`src/hw/rtl/ris_pkg.sv`:
```
package ris_pkg;

	localparam int MAX_RECORDS = 32;
	localparam int AW = (MAX_RECORDS > 1) ? $clog2(MAX_RECORDS) : 1;
	localparam int CW = $clog2(MAX_RECORDS + 1);

	typedef logic [AW-1:0] addr_t;
	typedef logic [CW-1:0] count_t;

	typedef struct packed {
		logic [30:0] sales_amount;
		logic [15:0] record_tag;
		logic        last_record;
	} ris_req_t;

	typedef struct packed {
		logic [30:0] sorted_amount;
		logic [15:0] sorted_tag;
		logic        last_out;
		logic        overflowed;
	} ris_rsp_t;

	typedef struct packed {
		logic [30:0] amount;
		logic [15:0] tag;
	} ris_rec_t;

	typedef enum logic [1:0] {
		ST_IDLE,
		ST_INSERT,
		ST_EMIT_RD,
		ST_EMIT
	} ris_state_t;

	// Commands from the controller to the datapath.
	typedef struct packed {
		logic load;
		logic set_ovf;
		logic shift_step;
		logic place;
		logic emit_start;
		logic emit_step;
		logic clear;
	} ris_cmd_t;

	// Status from the datapath to the controller.
	typedef struct packed {
		logic full;
		logic pos_zero;
		logic key_gt;
		logic idx_zero;
		logic last_q;
	} ris_sts_t;

endpackage

```
`src/hw/rtl/ris_ctrl.sv`:
```
module ris_ctrl import ris_pkg::*; (
	input  logic     clk,
	input  logic     arst_n,
	input  logic     start,
	input  logic     last_in,
	input  ris_sts_t sts,
	output ris_cmd_t cmd,
	output logic     busy
);

	ris_state_t state_q;
	ris_state_t state_d;

	always_ff @(posedge clk or negedge arst_n) begin
		if (!arst_n) begin
			state_q <= ST_IDLE;
		end else begin
			state_q <= state_d;
		end
	end

	always_comb begin
		state_d = state_q;
		case (state_q)
			ST_IDLE: begin
				if (start) begin
					if (!sts.full) begin
						state_d = ST_INSERT;
					end else if (last_in) begin
						state_d = ST_EMIT_RD;
					end
				end
			end
			ST_INSERT: begin
				if (sts.pos_zero || !sts.key_gt) begin
					state_d = sts.last_q ? ST_EMIT_RD : ST_IDLE;
				end
			end
			ST_EMIT_RD: begin
				state_d = ST_EMIT;
			end
			ST_EMIT: begin
				if (sts.idx_zero) begin
					state_d = ST_IDLE;
				end
			end
			default: begin
				state_d = ST_IDLE;
			end
		endcase
	end

	always_comb begin
		cmd  = '0;
		busy = 1'b1;
		case (state_q)
			ST_IDLE: begin
				busy = 1'b0;
				if (start) begin
					cmd.load    = 1'b1;
					cmd.set_ovf = sts.full;
				end
			end
			ST_INSERT: begin
				if (!sts.pos_zero && sts.key_gt) begin
					cmd.shift_step = 1'b1;
				end else begin
					cmd.place = 1'b1;
				end
			end
			ST_EMIT_RD: begin
				cmd.emit_start = 1'b1;
			end
			ST_EMIT: begin
				cmd.emit_step = 1'b1;
				cmd.clear     = sts.idx_zero;
			end
			default: begin
				cmd = '0;
			end
		endcase
	end

endmodule

```
`src/hw/rtl/ris_dp.sv`:
```
module ris_dp import ris_pkg::*; (
	input  logic     clk,
	input  logic     arst_n,
	input  ris_req_t req,
	input  ris_cmd_t cmd,
	output ris_sts_t sts,
	output ris_rsp_t result,
	output logic     strobe
);

	ris_rec_t mem [MAX_RECORDS];
	ris_rec_t rd_q;
	ris_rec_t new_q;
	logic     last_q;
	addr_t    pos_q;
	addr_t    idx_q;
	count_t   count_q;
	logic     ovf_q;
	ris_rsp_t result_q;
	logic     strobe_q;

	addr_t    rd_addr;
	addr_t    count_m1;
	logic     wr_en;
	ris_rec_t wr_data;

	assign count_m1 = addr_t'(count_q - count_t'(1));

	always_comb begin
		if (cmd.load || cmd.emit_start) begin
			rd_addr = count_m1;
		end else if (cmd.shift_step) begin
			rd_addr = pos_q - addr_t'(2);
		end else begin
			rd_addr = idx_q - addr_t'(1);
		end
	end

	assign wr_en   = cmd.shift_step || cmd.place;
	assign wr_data = cmd.shift_step ? rd_q : new_q;

	// Record store: one write and one registered read per cycle.
	always_ff @(posedge clk) begin
		if (wr_en) begin
			mem[pos_q] <= wr_data;
		end
		rd_q <= mem[rd_addr];
	end

	always_ff @(posedge clk) begin
		if (cmd.load) begin
			new_q.amount <= req.sales_amount;
			new_q.tag    <= req.record_tag;
			last_q       <= req.last_record;
			pos_q        <= addr_t'(count_q);
		end else if (cmd.shift_step) begin
			pos_q <= pos_q - addr_t'(1);
		end
		if (cmd.emit_start) begin
			idx_q <= count_m1;
		end else if (cmd.emit_step) begin
			idx_q <= idx_q - addr_t'(1);
		end
		if (cmd.emit_step) begin
			result_q.sorted_amount <= rd_q.amount;
			result_q.sorted_tag    <= rd_q.tag;
			result_q.last_out      <= (idx_q == '0);
			result_q.overflowed    <= ovf_q;
		end
	end

	always_ff @(posedge clk or negedge arst_n) begin
		if (!arst_n) begin
			count_q  <= '0;
			ovf_q    <= 1'b0;
			strobe_q <= 1'b0;
		end else begin
			strobe_q <= cmd.emit_step;
			if (cmd.clear) begin
				count_q <= '0;
				ovf_q   <= 1'b0;
			end else begin
				if (cmd.place) begin
					count_q <= count_q + count_t'(1);
				end
				if (cmd.set_ovf) begin
					ovf_q <= 1'b1;
				end
			end
		end
	end

	assign sts.full     = (count_q == count_t'(MAX_RECORDS));
	assign sts.pos_zero = (pos_q == '0);
	assign sts.key_gt   = (rd_q.amount > new_q.amount);
	assign sts.idx_zero = (idx_q == '0);
	assign sts.last_q   = last_q;

	assign result = result_q;
	assign strobe = strobe_q;

endmodule

```
`src/hw/rtl/record_insertion_sorter.sv`:
```
// A request is taken when start is high and busy is low; busy then stays high while the
// stored records larger than the new one, at most MAX_RECORDS - 1, move up and it is placed.
// A full store drops the new record and sets the overflow flag. A last request then keeps busy
// high to read out the n stored records largest first, one per cycle, after any insertion.
// The result strobe lasts one cycle per record; the receiver cannot stall the output.
// Reset clears the record count, the overflow flag and the controller; the store is not cleared.
module record_insertion_sorter import ris_pkg::*; (
	input  logic     clk,
	input  logic     arst_n,
	input  logic     start,
	output logic     busy,
	input  ris_req_t req,
	output ris_rsp_t result,
	output logic     strobe
);

	// The controller sequences each request. An insertion walks the store from the
	// top down, one entry per cycle, moving each larger record up one slot until the
	// new record finds its place. The compare always uses the word read in the
	// previous cycle, so the walk needs no extra read cycles.
	ris_cmd_t cmd;
	ris_sts_t sts;

	ris_ctrl u_ctrl (
		.clk     (clk),
		.arst_n  (arst_n),
		.start   (start),
		.last_in (req.last_record),
		.sts     (sts),
		.cmd     (cmd),
		.busy    (busy)
	);

	// The datapath holds the record memory, the count, the overflow flag and the
	// output register. The readout walks from the highest slot down to slot zero, so
	// among equal amounts the record loaded later comes out first.
	ris_dp u_dp (
		.clk    (clk),
		.arst_n (arst_n),
		.req    (req),
		.cmd    (cmd),
		.sts    (sts),
		.result (result),
		.strobe (strobe)
	);

endmodule

```
`config.mk`:
```
export PLATFORM = sky130hd
export DESIGN_NAME = record_insertion_sorter
export DESIGN_NICKNAME = d
export VERILOG_FILES = /design/src/hw/rtl/ris_pkg.sv /design/src/hw/rtl/ris_ctrl.sv /design/src/hw/rtl/ris_dp.sv /design/src/hw/rtl/record_insertion_sorter.sv
export SDC_FILE = /design/constraint.sdc
export NUM_CORES = 2
export LEC_CHECK = 0
export BUFFER_PORTS_ARGS = -buffer_cell sky130_fd_sc_hd__buf_2
export CORE_ASPECT_RATIO = 1.1
export CORE_MARGIN = 1.5
export CORE_UTILIZATION = 23
export CTS_BUF_LIST = sky130_fd_sc_hd__clkbuf_4 sky130_fd_sc_hd__clkbuf_8
export DETAILED_ROUTE_END_ITERATION = 6
export PLACE_DENSITY = 0.47
export SLEW_MARGIN = 20
export SYNTH_ARGS = -nofsm -noshare
export SYNTH_HDL_FRONTEND = slang
export SYNTH_HIERARCHICAL = 1
export SYNTH_SLANG_ARGS = --single-unit
```
`constraint.sdc`:
```
create_clock -name clk -period 4.9 [get_ports clk]
set_input_delay 0.735 -clock clk [delete_from_list [all_inputs] [get_ports clk]]
set_output_delay 0.735 -clock clk [all_outputs]
set_load 0.02 [all_outputs]
```
Yosys cells after proc, flatten, opt, wreduce, memory -nomap -nowiden

Memories as Yosys holds them, arrays and structs flattened. A register that Yosys moved wholly into a read port is not among the register bits.
Cells that the tools add are included.

Bits in registers: 117
Memory bits (writable): 1504
Input bits: 51
Output and inout bits: 51
Word-level logic and storage cells: 70
Memories kept: 1

Memory list:

| name     | depth | width | rd ports | clocked after memory_dff | write ports | RTL line     | text |
|---|---|---|---|---|---|---|---|
| u_dp.mem | 32    | 47    | 1        | 1                        | 1           | ris_dp.sv:11 | `ris_rec_t mem [MAX_RECORDS];` |

Add/sub/neg operators: 5
Magnitude comparators: 1
Equal/unequal tests: 8
Multiplexer cells: 28
Reduce and logical (&&, ||, !) cells: 14

Operators by type and width:

| kind                | number |
|---|---|
| $mux 47             | 1 |
| $gt 31x31->1        | 1 |
| $mux 5              | 6 |
| $mux 2              | 10 |
| $sub 5x1->5 const B | 3 |
| $mux 6              | 2 |
| $logic_not 5->1     | 2 |
| $mux 1              | 8 |
| $pmux 2 s4          | 1 |
| $reduce_bool 2->1   | 4 |
| $add 6x1->6 const B | 1 |
| $eq 6x6->1 const B  | 1 |
| $sub 5x2->5 const B | 1 |
| $eq 2x2->1 const B  | 2 |
| $ne 2x1->1 const B  | 2 |
| $reduce_and 4->1    | 1 |
| $logic_or 1x1->1    | 3 |
| $ne 3x3->1 const B  | 1 |
| $eq 2x1->1 const B  | 1 |
| $logic_not 1->1     | 2 |
| $logic_not 2->1     | 1 |
| $ne 2x2->1 const B  | 1 |
| $logic_and 1x1->1   | 1 |

Longest topological paths before layout

Depth in word-level cells: 8
Depth in mapped cells: 22
Mapped depth without buffers: 18

Modules after synthesis

Netlist, hierarchy kept.

Modules (own cells, without submodules):

| module   | times used | cells each | area each (µm²) | seq. area each (µm²) |
|---|---|---|---|---|
| ris_dp   | 1          | 4372       | 65731.8         | 49517.5 |
| ris_ctrl | 1          | 22         | 187.7           | 50.0 |

Worst setup path after synthesis

Ideal clock, no wire load.

Kind: flip-flop to flip-flop
Start point: reg u_dp/new_q[40] (netlist name)
End point: mem u_dp/mem[14][0] (netlist name) (enable)
Setup time: 0.452 ns
Data arrival time: 4.744 ns
Required time: 4.448 ns
Setup slack: -0.296 ns
Cell stages (with the launch flop): 16
Buffers on the path: 3
Period minus slack after synthesis: 5.196 ns
Cell sequence: edfxtp_1 > inv_1 > ha_1 > nand4_1 > nor3_1 > and3_1 > nand4_1 > o21ai_0 > o22a_1 > nand2b_1 > nor2_1 > buf_2 > clkbuf_1 > buf_1 > o21ai_1 > nor2_1

RTL lines:

| what        | RTL line     | text |
|---|---|---|
| from (decl) | ris_dp.sv:13 | `ris_rec_t new_q;` |
| to (decl)   | ris_dp.sv:11 |  |

==> reports/summary.log <==
[status] outcome finished, final reports clean
[sta] setup TNS after final layout 0 ns
[cells_and_area] final std cells w/o fill 9099
[clocking] Root Buffer sky130_fd_sc_hd__clkbuf_8
[floorplanning] Die Ht 564.5 um
[floorplanning] number of placement rows 205
[cells_and_area] most frequent cells in the layout sky130_fd_sc_hd__edfxtp_1 (1611), sky130_fd_sc_hd__nand2_1 (797), sky130_fd_sc_hd__buf_4 (384)
[setup_path] worst-path fanout max 13
[grt] grt met3 use 0.02671
[clocking] TritonCTS clock tree yes
[sta] count of endpoints failing hold in the final timing report 0
[cells_and_area] Fill cells 28320
[routing] drt first pass iters 5
[setup_path] Crit path required time 5.90 ns
[yosys] sequential fraction of the synthesis area 0.7519
[grt] via count of the first global-routing pass 42800
[grt] total routing usage reported by global routing 0.1482
[job] number of max-cap violations 0
[cells_and_area] share of final-layout standard cells stronger than drive strength 1 0.2717
[yosys] count of warnings emitted by yosys 6
[floorplanning] effective utilization at floorplan 0.2319
[placed_design] number of placed cells counting well taps 8459
[sta] Final setup viols 0
[grt] wire length of the first global-routing pass 313000 um
[yosys] fraction of synthesis flops using an asynchronous set or reset pin 0.005995
[yosys] synthesized net count 4486
[pwr] Lkg Pwr 29.17 nW
[routing] wirelength, routed 223200 um
[grt] met1 track demand over resource 0.2038
[placed_design] worst-case setup slack after placement -0.8354 ns
[pwr] Pwr Density 743.5 nW/um^2
[clocking] total number of H-tree levels 5
[sta] final number of max-transition violations 0
[clocking] source-to-sink clock delay at the later pin of the worst-skew pair 1.09 ns
[floorplanning] Core Area 284200 um^2
[clocking] number of sinks driven by the clock tree 1668
[sta] RSZ-0062 raised after global routing yes
[grt] number of antenna violations at the first check in global routing 7
[floorplanning] I/O pins 102
[setup_path] Setup crit end kind flop
[sta] relative max-transition margin 0.3773
[pwr] VDD IR max 459.9 uV
[routing] number of nets still failing antenna checks after routing 0
[cells_and_area] total number of nets in the final design 5240
[sta] shortest period the worst path allows 4.813 ns
[yosys] primary flip-flop cell chosen by synthesis mapping sky130_fd_sc_hd__edfxtp_1
[yosys] count of flip-flops with a built-in enable after synthesis 1611
[grt] residual overflow from global routing 0
[placed_design] HPWL after detailed placement 128300 um
[floorplanning] Die Outline Area 289800 um^2
[grt] pin count of the biggest net entering global routing 113
[placed_design] global placer's final weighted congestion 0.7892
[placed_design] count of port buffers added during placement 101
[grt] met2 track utilization from global routing 0.2354
[routing] vias per std cell 4.721
[setup_path] startpoint class of the critical path flop
[setup_path] data arrival time of the worst path 5.81 ns
[sta] Worst Skew 0.1161 ns
[yosys] summed instance area of the synthesized netlist 65920 um^2
[floorplanning] Chip Width 513.4 um
[grt] global route hottest layer met2
[sta] Final period util 0.9823
[clocking] Clock Tree Buf Depth 4
[sta] smallest setup slack after layout 0.08663 ns
[yosys] register bit count reported by yosys 1668
[routing] overall via count from detail_route 42950
[worst_hold_path] worst hold path type input port to asynchronous set/reset pin
[clocking] clock transition at the registers of the reported paths 0.06 ns
[setup_path] Setup Crit Path Kind flop to flop
[sta] Max Fclk 207.8 MHz
[routing] average wire per standard cell 24.53 um
[yosys] Post-Syn Instances 4394
[sta] actual transition at the worst max-transition pin 0.9270 ns
[cells_and_area] leading cell type in the layout, fill and taps excluded sky130_fd_sc_hd__edfxtp_1
[routing] DRC errors left 0
[yosys] Syn Area/Cell 15.00 um^2
[routing] initial drt markers 4049
[yosys] Yosys cell types 55
[clocking] number of buffers inserted during clock tree synthesis 310
[cells_and_area] post-synthesis to final-layout area growth 29.08%
flip-flops by register name, indices dropped and copies added (netlist names):
name and count:
u_ctrl/state_q 2, u_dp/count_q 6, u_dp/idx_q 5, u_dp/last_q 1
u_dp/mem 1504, u_dp/new_q 47, u_dp/ovf_q 1, u_dp/pos_q 5
u_dp/rd_q 47, u_dp/result 49, u_dp/strobe 1
worst paths after layout:
check,startpoint,endpoint,slack (ns),cells after the start
min reg2reg,u_dp/rd_q[11],u_dp/result[13],0.43,0
max,u_dp/new_q[24],u_dp/rd_q[10],0.09,25
min in group clk,start,u_ctrl/state_q[1],0.16,3
max reg2reg,u_dp/new_q[24],u_dp/rd_q[10],0.09,25
min,arst_n,u_dp/strobe,0.12,2
max in group asynchronous,arst_n,u_dp/count_q[2],4.50,2
synthesized netlist by cell type, types with 3 or more instances:
master | count | area, um^2
sky130_fd_sc_hd__a211oi_1 | 378 | 2838
sky130_fd_sc_hd__a21o_1 | 10 | 75.07
sky130_fd_sc_hd__a21oi_1 | 11 | 55.05
sky130_fd_sc_hd__a311oi_1 | 376 | 3293
sky130_fd_sc_hd__and3_1 | 378 | 2365
sky130_fd_sc_hd__buf_1 | 4 | 15.01
sky130_fd_sc_hd__buf_2 | 125 | 625.6
sky130_fd_sc_hd__buf_4 | 30 | 225.2
sky130_fd_sc_hd__buf_6 | 19 | 214.0
sky130_fd_sc_hd__clkbuf_1 | 175 | 656.9
sky130_fd_sc_hd__dfrtp_1 | 10 | 250.2
sky130_fd_sc_hd__dfxtp_1 | 47 | 940.9
sky130_fd_sc_hd__edfxtp_1 | 1611 | 48380
sky130_fd_sc_hd__ha_1 | 41 | 513.0
sky130_fd_sc_hd__inv_1 | 42 | 157.7
sky130_fd_sc_hd__mux2_2 | 17 | 191.4
sky130_fd_sc_hd__mux2i_1 | 55 | 550.5
sky130_fd_sc_hd__nand2_1 | 802 | 3010
sky130_fd_sc_hd__nand2b_1 | 4 | 25.02
sky130_fd_sc_hd__nand3_1 | 5 | 25.02
sky130_fd_sc_hd__nand4_1 | 7 | 43.79
sky130_fd_sc_hd__nor2_1 | 51 | 191.4
sky130_fd_sc_hd__nor2b_1 | 3 | 18.77
sky130_fd_sc_hd__nor3_1 | 6 | 30.03
sky130_fd_sc_hd__nor4_1 | 95 | 594.3
sky130_fd_sc_hd__o21a_1 | 3 | 22.52
sky130_fd_sc_hd__o21ai_0 | 39 | 195.2
sky130_fd_sc_hd__o21ai_1 | 5 | 25.02
sky130_fd_sc_hd__or3_1 | 3 | 18.77
sky130_fd_sc_hd__xnor2_1 | 7 | 61.31
sky130_fd_sc_hd__xor2_1 | 6 | 52.55
cell type report:
type	count	area, um^2	share of cell area
flip-flops and latches	1668	49570	0.5826
well taps	3726	4662	0.05479
clock inverters	95	538.0	0.006323
repair buffers	796	9087	0.1068
inverters	42	157.7	0.001853
multi-input cells	2330	15700	0.1845
diodes	7	17.52	0.0002059
clock buffers	435	5361	0.06301
worst max-delay path, stage by stage, from the launching register on:
cell and delay [ns]:
sky130_fd_sc_hd__edfxtp_1 0.38, sky130_fd_sc_hd__inv_1 0.09, sky130_fd_sc_hd__ha_1 0.24, sky130_fd_sc_hd__a21o_1 0.18, sky130_fd_sc_hd__a21o_1 0.18, sky130_fd_sc_hd__a21oi_2 0.15
sky130_fd_sc_hd__nor2_1 0.10, sky130_fd_sc_hd__a2111oi_4 0.53, sky130_fd_sc_hd__o21ai_1 0.16, sky130_fd_sc_hd__o22a_4 0.26, sky130_fd_sc_hd__nand2b_4 0.10, sky130_fd_sc_hd__nor2_4 0.06
sky130_fd_sc_hd__o211ai_4 0.39, sky130_fd_sc_hd__buf_12 0.18, sky130_fd_sc_hd__buf_6 0.10, sky130_fd_sc_hd__and2_4 0.21, sky130_fd_sc_hd__buf_12 0.13, sky130_fd_sc_hd__buf_12 0.16
sky130_fd_sc_hd__buf_4 0.14, sky130_fd_sc_hd__buf_12 0.11, sky130_fd_sc_hd__buf_12 0.11, sky130_fd_sc_hd__nand2_1 0.07, sky130_fd_sc_hd__a311oi_2 0.30, sky130_fd_sc_hd__nor4_2 0.10
sky130_fd_sc_hd__buf_4 0.14, sky130_fd_sc_hd__mux2i_1 0.15
stage by stage:
step	area, um^2	util	power, mW	hold slack (ns)
final	85090	0.2994	63.27	0.1199
after global routing	85080	0.2994	66.32	0.07802
after CTS	83880	0.2951	61.43	0.05630
after detailed placement	77130	0.2714	47.43	0.4262
after global placement	77120	0.2714	47.42	0.4340
after floorplan	65920	-	32.63	0.4027
power breakdown:
part           switching (mW)  internal, mW
combinational            19.2          13.7
clock                    5.87          7.23
sequential              0.554          16.7
total                    25.6          37.7
logic make-up (layout without fill, tap and decap cells):
group                    count (synthesis)  after routing  synth area share
flip-flops                            1668           1668            0.7519
AND/OR/NAND/NOR                       1369           1369           0.09766
AO/OA/AOI/OAI                          834            834            0.1005
buffers and inverters                  396           1368           0.02881
multiplexers                            73             73           0.01160
adder cells (fa/ha/maj)                 41             41          0.007782
XOR/XNOR                                13             13          0.001727
other                                    0              7                 0
timing repair:
action | CTS | global route
pin swaps | 13 | 29
hold endpoints to repair | 58 | 0
setup endpoints to repair | 322 | 47
cloned | 2 | 6
setup buffers | 4 | 44
hold buffers | 49 | 0
resized for setup | 52 | 112
layer usage:
metal / vias to the layer above / share of wire
met5: - / 0
met4: 0 / 0.028
met3: 368 / 0.060
met2: 1422 / 0.46
met1: 22210 / 0.45
li1: 18950 / -
Power figures use the tool's default switching activity.
